**config.mk**
```make
export PLATFORM = sky130hd
export DESIGN_NAME = sorted_set_engine
export DESIGN_NICKNAME = d
export VERILOG_FILES = /design/src/hdl/sse_pkg.sv /design/src/hdl/sse_cell.sv /design/src/hdl/sorted_set_engine.sv
export SDC_FILE = /design/constraint.sdc
export NUM_CORES = 2
export LEC_CHECK = 0
export ABC_AREA = 1
export BUFFER_PORTS_ARGS = -buffer_cell sky130_fd_sc_hd__clkbuf_2
export CAP_MARGIN = 10
export CELL_PAD_IN_SITES_DETAIL_PLACEMENT = 1
export CELL_PAD_IN_SITES_GLOBAL_PLACEMENT = 2
export CORE_ASPECT_RATIO = 0.75
export CORE_MARGIN = 1
export CORE_UTILIZATION = 38
export CTS_CLUSTER_DIAMETER = 80
export CTS_CLUSTER_SIZE = 24
export DETAILED_ROUTE_END_ITERATION = 8
export HOLD_SLACK_MARGIN = 0.12
export PLACE_DENSITY_LB_ADDON = 0.08
export REMOVE_ABC_BUFFERS = 1
export SLEW_MARGIN = 20
export SYNTH_ARGS = -nofsm -noshare
export SYNTH_HDL_FRONTEND = slang
export SYNTH_SLANG_ARGS = --single-unit
```
**constraint.sdc**
```tcl
create_clock -name clk -period 6.8 [get_ports clk]
set_input_delay 2.04 -clock clk [delete_from_list [all_inputs] [get_ports clk]]
set_output_delay 2.04 -clock clk [all_outputs]
set_load 0.02 [all_outputs]
```
**src/hdl/sse_pkg.sv**
```systemverilog
// ============================================================================
// sse_pkg - shared types and constants for the sorted set engine
// Holds the request commands, result status codes, the sweep token that
// travels along the row of cells, and the controller state type.
// ============================================================================
`default_nettype none

package sse_pkg;

	localparam int DATA_W       = 32;
	localparam int CAPACITY_DEF = 16;
	localparam int STATUS_W     = 3;
	localparam int COUNT_OUT_W  = 5;

	localparam logic [1:0] CMD_INSERT = 2'd0;
	localparam logic [1:0] CMD_DELETE = 2'd1;

	localparam logic [STATUS_W-1:0] ST_INSERTED  = 3'd0;
	localparam logic [STATUS_W-1:0] ST_DUPLICATE = 3'd1;
	localparam logic [STATUS_W-1:0] ST_DELETED   = 3'd2;
	localparam logic [STATUS_W-1:0] ST_NOT_FOUND = 3'd3;
	localparam logic [STATUS_W-1:0] ST_FOUND     = 3'd4;
	localparam logic [STATUS_W-1:0] ST_FULL      = 3'd5;

	typedef enum logic [1:0] {
		OP_INSERT,
		OP_DELETE,
		OP_SEARCH
	} op_t;

	typedef struct packed {
		logic                     active;
		op_t                      op;
		logic                     full;
		logic                     found;
		logic                     hit;
		logic signed [DATA_W-1:0] key;
		logic signed [DATA_W-1:0] carry;
	} tok_t;

	typedef enum logic [1:0] {
		S_IDLE,
		S_BUSY,
		S_HOLD
	} state_t;

endpackage

`default_nettype wire

```
**src/hdl/sse_cell.sv**
```systemverilog
// ============================================================================
// sse_cell - one storage cell of the sorted set row
// Holds one entry and passes the request token to its upper neighbor each
// cycle, inserting the key or shifting entries as the token sweeps past.
// ============================================================================
`default_nettype none

module sse_cell #(
	parameter int IDX = 0,
	parameter int CW  = 5
) (
	input  wire logic                             clk,
	input  wire logic                             arst_n,
	input  wire sse_pkg::tok_t                    tok_in,
	input  wire logic [CW-1:0]                    count,
	input  wire logic signed [sse_pkg::DATA_W-1:0] next_entry,
	output logic signed [sse_pkg::DATA_W-1:0]     entry,
	output sse_pkg::tok_t                         tok_out
);

	localparam logic [CW-1:0] IDX_C = CW'(IDX);

	logic signed [sse_pkg::DATA_W-1:0] entry_q;
	logic signed [sse_pkg::DATA_W-1:0] entry_nxt;
	sse_pkg::tok_t                     tok_q;
	sse_pkg::tok_t                     tok_nxt;
	logic                              valid;
	logic                              ge;
	logic                              eq;

	always_comb begin
		valid     = IDX_C < count;
		ge        = entry_q >= tok_in.key;
		eq        = entry_q == tok_in.key;
		tok_nxt   = tok_in;
		entry_nxt = entry_q;
		if (tok_in.active) begin
			if (!tok_in.found) begin
				if (!valid || ge) begin
					tok_nxt.found = 1'b1;
					tok_nxt.hit   = valid && eq;
					case (tok_in.op)
						sse_pkg::OP_INSERT: begin
							if (!tok_in.full && !(valid && eq)) begin
								entry_nxt     = tok_in.key;
								tok_nxt.carry = entry_q;
							end
						end
						sse_pkg::OP_DELETE: begin
							if (valid && eq) begin
								entry_nxt = next_entry;
							end
						end
						default: begin
						end
					endcase
				end
			end else begin
				case (tok_in.op)
					sse_pkg::OP_INSERT: begin
						if (!tok_in.full && !tok_in.hit) begin
							entry_nxt     = tok_in.carry;
							tok_nxt.carry = entry_q;
						end
					end
					sse_pkg::OP_DELETE: begin
						if (tok_in.hit) begin
							entry_nxt = next_entry;
						end
					end
					default: begin
					end
				endcase
			end
		end
	end

	always_ff @(posedge clk) begin
		entry_q <= entry_nxt;
	end

	always_ff @(posedge clk or negedge arst_n) begin
		if (!arst_n) begin
			tok_q <= '0;
		end else begin
			tok_q <= tok_nxt;
		end
	end

	assign entry   = entry_q;
	assign tok_out = tok_q;

endmodule

`default_nettype wire

```
**src/hdl/sorted_set_engine.sv**
```systemverilog
// ============================================================================
// sorted_set_engine - sorted set of distinct signed values in a cell row
// Inserts, deletes and looks up keys; every request returns a status and
// the number of entries held afterwards.
// ============================================================================
//
//   Channel   Handshake              Payload
//   request   req_valid, req_ready   command, key_value
//   response  rsp_valid, rsp_ready   status, entry_count
//
// A request sweeps the row of CAPACITY cells, one cell per cycle: it is
// registered in the head token, then in each cell's token register, and its
// result is registered at the output; the next request waits for that result.
// A response that is held off by rsp_ready is parked in one buffer stage;
// a further request is taken only once that buffer is empty.
// Reset empties the set; entries need no clearing pass.
`default_nettype none

module sorted_set_engine #(
	parameter int CAPACITY = sse_pkg::CAPACITY_DEF
) (
	input  wire logic                               clk,
	input  wire logic                               arst_n,
	input  wire logic                               req_valid,
	output logic                                    req_ready,
	input  wire logic [1:0]                         command,
	input  wire logic signed [sse_pkg::DATA_W-1:0]  key_value,
	output logic                                    rsp_valid,
	input  wire logic                               rsp_ready,
	output logic [sse_pkg::STATUS_W-1:0]            status,
	output logic [sse_pkg::COUNT_OUT_W-1:0]         entry_count
);

	localparam int CW = $clog2(CAPACITY + 1);
	localparam logic [CW-1:0] CAP_C = CW'(CAPACITY);

	sse_pkg::state_t state_q;
	sse_pkg::state_t state_nxt;
	sse_pkg::tok_t   head_q;
	sse_pkg::tok_t   head_nxt;
	sse_pkg::tok_t   tok_w [CAPACITY+1];
	logic signed [sse_pkg::DATA_W-1:0] ent_w [CAPACITY];

	logic [CW-1:0]                      count_q;
	logic [CW-1:0]                      count_nxt;
	logic                               rsp_valid_q;
	logic                               rsp_valid_nxt;
	logic [sse_pkg::STATUS_W-1:0]       status_q;
	logic [sse_pkg::COUNT_OUT_W-1:0]    cnt_out_q;
	logic [sse_pkg::STATUS_W-1:0]       pend_status_q;
	logic [sse_pkg::COUNT_OUT_W-1:0]    pend_cnt_q;
	logic                               load_out;
	logic                               load_pend;
	logic                               from_pend;
	logic                               out_free;
	logic [sse_pkg::STATUS_W-1:0]       res_status;
	logic [CW+sse_pkg::COUNT_OUT_W-1:0] res_cnt_ext;
	sse_pkg::tok_t                      exit_tok;

	assign tok_w[0] = head_q;
	assign exit_tok = tok_w[CAPACITY];

	for (genvar i = 0; i < CAPACITY; i++) begin : g_cell
		logic signed [sse_pkg::DATA_W-1:0] nb;
		if (i == CAPACITY - 1) begin : g_last
			assign nb = ent_w[i];
		end else begin : g_mid
			assign nb = ent_w[i+1];
		end
		sse_cell #(
			.IDX (i),
			.CW  (CW)
		) u_cell (
			.clk        (clk),
			.arst_n     (arst_n),
			.tok_in     (tok_w[i]),
			.count      (count_q),
			.next_entry (nb),
			.entry      (ent_w[i]),
			.tok_out    (tok_w[i+1])
		);
	end

	always_comb begin
		res_status = exit_tok.hit ? sse_pkg::ST_FOUND : sse_pkg::ST_NOT_FOUND;
		count_nxt  = count_q;
		if (exit_tok.full) begin
			res_status = sse_pkg::ST_FULL;
		end else begin
			case (exit_tok.op)
				sse_pkg::OP_INSERT: begin
					if (exit_tok.hit) begin
						res_status = sse_pkg::ST_DUPLICATE;
					end else begin
						res_status = sse_pkg::ST_INSERTED;
						count_nxt  = count_q + CW'(1);
					end
				end
				sse_pkg::OP_DELETE: begin
					if (exit_tok.hit) begin
						res_status = sse_pkg::ST_DELETED;
						count_nxt  = count_q - CW'(1);
					end
				end
				default: begin
				end
			endcase
		end
		res_cnt_ext = (CW + sse_pkg::COUNT_OUT_W)'(count_nxt);
	end

	assign out_free = !rsp_valid_q || rsp_ready;

	always_comb begin
		state_nxt       = state_q;
		head_nxt        = '0;
		req_ready       = 1'b0;
		load_out        = 1'b0;
		load_pend       = 1'b0;
		from_pend       = 1'b0;
		unique case (state_q)
			sse_pkg::S_IDLE: begin
				req_ready = 1'b1;
				if (req_valid) begin
					head_nxt.active = 1'b1;
					head_nxt.key    = key_value;
					unique case (command)
						sse_pkg::CMD_INSERT: head_nxt.op = sse_pkg::OP_INSERT;
						sse_pkg::CMD_DELETE: head_nxt.op = sse_pkg::OP_DELETE;
						default:             head_nxt.op = sse_pkg::OP_SEARCH;
					endcase
					head_nxt.full = (command == sse_pkg::CMD_INSERT) && (count_q >= CAP_C);
					state_nxt     = sse_pkg::S_BUSY;
				end
			end
			sse_pkg::S_BUSY: begin
				if (exit_tok.active) begin
					if (out_free) begin
						load_out  = 1'b1;
						state_nxt = sse_pkg::S_IDLE;
					end else begin
						load_pend = 1'b1;
						state_nxt = sse_pkg::S_HOLD;
					end
				end
			end
			sse_pkg::S_HOLD: begin
				if (out_free) begin
					load_out  = 1'b1;
					from_pend = 1'b1;
					state_nxt = sse_pkg::S_IDLE;
				end
			end
			default: begin
				state_nxt = sse_pkg::S_IDLE;
			end
		endcase
		rsp_valid_nxt = load_out ? 1'b1 : (rsp_ready ? 1'b0 : rsp_valid_q);
	end

	always_ff @(posedge clk or negedge arst_n) begin
		if (!arst_n) begin
			state_q     <= sse_pkg::S_IDLE;
			head_q      <= '0;
			count_q     <= '0;
			rsp_valid_q <= 1'b0;
		end else begin
			state_q     <= state_nxt;
			head_q      <= head_nxt;
			rsp_valid_q <= rsp_valid_nxt;
			if (state_q == sse_pkg::S_BUSY && exit_tok.active) begin
				count_q <= count_nxt;
			end
		end
	end

	always_ff @(posedge clk) begin
		if (load_pend) begin
			pend_status_q <= res_status;
			pend_cnt_q    <= res_cnt_ext[sse_pkg::COUNT_OUT_W-1:0];
		end
		if (load_out) begin
			if (from_pend) begin
				status_q  <= pend_status_q;
				cnt_out_q <= pend_cnt_q;
			end else begin
				status_q  <= res_status;
				cnt_out_q <= res_cnt_ext[sse_pkg::COUNT_OUT_W-1:0];
			end
		end
	end

	assign rsp_valid   = rsp_valid_q;
	assign status      = status_q;
	assign entry_count = cnt_out_q;

`ifndef NO_ASSERTIONS
	a_count_bound: assert property (@(posedge clk) disable iff (!arst_n)
		count_q <= CAP_C)
		else $error("entry count exceeds capacity");

	a_accept_starts_sweep: assert property (@(posedge clk) disable iff (!arst_n)
		req_valid && req_ready |=> head_q.active && state_q == sse_pkg::S_BUSY)
		else $error("accepted request did not enter the cell row");

	a_exit_only_busy: assert property (@(posedge clk) disable iff (!arst_n)
		exit_tok.active |-> state_q == sse_pkg::S_BUSY)
		else $error("request left the cell row outside a sweep");

	a_hold_blocked: assert property (@(posedge clk) disable iff (!arst_n)
		state_q == sse_pkg::S_HOLD |-> rsp_valid_q && !req_ready)
		else $error("parked response without a pending output");
`endif

endmodule

`default_nettype wire
```
==> summary by stage <==
Cells and area
The finished layout holds about 18000 standard cells, fillers aside. At the end of the flow the core is filled with cells to 0.409. The proportion of layout cells with a drive suffix above 1 is 0.0423. The count of filler cells inserted in the layout is 33800. The count of nets after finishing is 14800.

The layout overhead on the synthesized area is 6.80%. In the layout the commonest cells are 4911 x nand2_1, 1850 x inv_1, 1497 x o21ai_0. The most common cell after layout, fill and taps aside is nand2_1.

Floorplanning
The floorplan step set the die height to 454 um. The row count is 165. The initial utilization of the core area, before any placement, comes to 0.383. The top-level I/O count is 48.

The core region is 270000 um^2. The area enclosed by the die boundary is 275000 um^2. The die is 605 um wide.

STA
The max-slew violation count was 0. Setup violations remaining at the end of the flow were counted as 0. Of the available clock period, the critical path in the final layout requires 0.745. Between clock sinks in the finished design, the worst skew comes to between 0.05 and 0.06 ns. The worst pin sits at a relative slew slack of 0.233. Setup repair after global routing left no endpoint under its margin. The final count of hold timing violations is 0. The actual transition at the worst max-transition pin is 1.15 ns. The final period demand of the worst path is 5.07 ns. Based on the critical path, the design can be clocked at up to 0.197 GHz. Setup total negative slack on the finished layout was measured at 0 ns.

Critical path
The required time of the worst setup path is 7.30 ns. Along the worst path, the maximum fanout reaches 33. On the worst path, the slowest cell contributes a delay of 1.12 ns. Among all stages on the critical path, the largest delay is contributed by nand2_2. Walking the worst path, the cells encountered are buf_4 -> ha_1 -> nand2_1 -> nor2_1 -> nand2_1 -> nor2_1 -> nand3_2 -> nand2_2 -> clkinv_1 -> o21ai_0 -> a21oi_4 -> buf_4. The number of buffers and inverters on the critical path is 3. Among cell families on the critical path, the largest total delay comes from simple AND/OR/NAND/NOR gates.

Data on the critical path arrives at its endpoint at 5.57 ns. The type of the setup path with the least slack is flip-flop to flip-flop. The sort of element at the end of the critical path is a flip-flop. STA classifies the critical path startpoint as a flip-flop.

Synth
Of the post-synthesis cell area, the dominant cell type holds 0.266. For this run, the register share of the synthesized area comes to 0.419. The share of cell area taken by muxes after synthesis is 0.000653.

After technology mapping, the gate count stands at 14700. The synthesized-area fraction occupied by adder cells is 0.0626. The post-synthesis register bit count is 1627.

The prevailing post-synth register cell is dfrtp_1. After synthesis, the largest family of logic cells by area is simple AND/OR/NAND/NOR gates. The number of different library cells in the post-synthesis netlist is 58. The share of flip-flops with an asynchronous set or reset is 0.675. The fraction of the mapped netlist area in compound gates is 0.158. Counting flops with a built-in enable in the synthesized netlist gives 528. The post-synthesis share of cell area spent on xor and xnor gates is 0.000169. The area share of and/or/nand/nor cells after synthesis is 0.258. Yosys printed 0 warnings. Yosys attributes the largest share of cell area to dfrtp_1 27%, nand2_1 18%, edfxtp_1 15%. The library cell occupying the most area in the post-synthesis netlist is dfrtp_1. The mean instance size in the synthesized netlist is 7.04 um^2. The synthesized netlist occupies a cell area of 104000 um^2.

Clocking
The clock net in this run drives a total of between 1500 and 2000 sinks. CTS placed an instance of clkbuf_16 at the clock tree root. The longest clock path from root to sink contains 3 buffers.

The post-CTS setup repair buffer count is 0. Clock-pin slew was measured on the worst setup and hold paths at 0.10 ns. TritonCTS built the clock tree. After clock tree synthesis, the flow added hold-fix buffers numbering 0. The clock buffer count from CTS is around 110. The deepest level of the CTS H-tree is 3. Post-CTS repair changed the size of 0 cells. For the worst-skew pair, the clock arrives at the later sink with an insertion delay of 0.83 ns.

Global routing
The number of antenna violations at the first check in global routing was 15. The via count of the first global-routing pass is slightly above 100k. The largest net degree at the start of global routing is 138. For this run, the total global-route usage over all layers was measured as 0.298. Global routing finished with a remaining overflow of 0.

The wire length of the first global-routing pass is 634 mm.

Routing
The number of DRC violations after detailed routing is 0. Wires add up to 413 mm. The detailed-routing iteration count for the pre-antenna-repair pass is 5.

After detailed routing, the average wire length per cell comes to about 23 um. The routed layout has 99100 vias. Using the TritonRoute via totals, the vias-per-cell ratio works out to 5.53.

The detail route stage leaves a number of antenna-violating nets equal to 0. For this block, the initial DRC count from the detailed router was 7245.

Hold path
The type of the most critical hold path is flip-flop to flip-flop.

Flow run
The tool flagged a number of max-cap violations equal to 0.

Place
Detailed placement ended at an HPWL of 292 mm. Including well taps, the total number of placed cells is 17700. The number of port buffers is 47.

Routability-driven placement finished with a final weighted congestion of 0.919.

Outcome
The flow ran to the end, and the final reports show no timing, DRC or antenna violations.

Pwr
For this design the ratio of total power to cell area is 479 nW/um^2. The analysis attributes to cell leakage a power of 0.0544 uW. VDD sags by at most 0.358 mV.
==> cell type report <==
class	instances	area, um^2	area share
antenna	6	15.0	0.000136
clock buffer	124	2860	0.0258
clock inverter	80	992	0.00897
inverter	1888	7090	0.0642
multi-input combinational	10300	49700	0.450
sequential	1627	43400	0.392
tap	3590	4490	0.0406
timing repair buffer	271	2010	0.0182
==> cell usage after synthesis, drive strengths merged, types with 16 or more instances <==
| library cell | n |
|---|---|
| clkinv | 16 |
| clkbuf | 634 |
| a21oi | 1484 |
| inv | 1872 |
| buf | 222 |
| nor2 | 838 |
| ha | 518 |
| o21a | 25 |
| nand3 | 336 |
| o21ai | 1593 |
| nand2 | 4928 |
| dfrtp | 1099 |
| nand4 | 477 |
| a21o | 17 |
| edfxtp | 528 |
==> power by group <==
part           internal [uW]  switching (uW)
logic                   8040           18400
clock network           3380            4320
registers              14100            4670
total                  25600           27400
==> path summary, 6_finish.rpt <==
kind / start / end / slack [ns] / cells after the start
max: g_cell[8].u_cell.entry[11] / g_cell[8].u_cell.entry[26] / 1.73 / 12
min: g_cell[13].u_cell.tok_out[40] / g_cell[14].u_cell.tok_out[40] / 0.39 / 0
max reg2reg: g_cell[8].u_cell.entry[11] / g_cell[8].u_cell.entry[26] / 1.73 / 12
min reg2reg: g_cell[13].u_cell.tok_out[40] / g_cell[14].u_cell.tok_out[40] / 0.39 / 0
max in group asynchronous: arst_n / g_cell[13].u_cell.tok_out[69] / 3.94 / 2
min in group asynchronous: arst_n / g_cell[8].u_cell.tok_out[10] / 1.32 / 1
==> registers in the layout (all words and copies together) (netlist names), 2 cells and up <==
signal                 cells
g_cell.u_cell.tok_out   1055
g_cell.u_cell.entry      512
head_q                    36
count_q                    5
entry_count                5
pend_cnt_q                 5
pend_status_q              3
status                     3
state_q                    2
==> per-layer routing <==
| layer | GRT usage | wire, um |
|---|---|---|
| met2 | 0.489 | 191000 |
| met1 | 0.411 | 189000 |
| met4 | 0.0692 | 9890 |
| met5 | 0 | 27 |
| met3 | 0.0467 | 23400 |
==> metrics by stage <==
| step | cell area (um^2) | total power (uW) | hold WS (ns) | worst slack [ns] |
|---|---|---|---|---|
| 2_1_floorplan | 100000 | 34100 | 0.354 | 1.02 |
| 3_3_place_gp | 107000 | 44100 | 0.362 | 1.94 |
| 3_5_place_dp | 107000 | 45200 | 0.366 | 1.93 |
| 4_1_cts | 111000 | 53100 | 0.388 | 1.83 |
| 5_1_grt | 111000 | 57400 | 0.398 | 1.57 |
| 6_report | 111000 | 53000 | 0.387 | 1.73 |
==> cell families (layout without fill, tap and decap cells) <==
logic type | Yosys count | count (layout)
AND/OR/NAND/NOR | 6615 | 6615
AO/OA/AOI/OAI | 3188 | 3188
buffers and inverters | 2744 | 2363
flip-flops | 1627 | 1627
adder cells (fa/ha/maj) | 518 | 518
multiplexers | 6 | 6
XOR/XNOR | 2 | 2
other | 0 | 6
(Power assumes the default switching activity.)
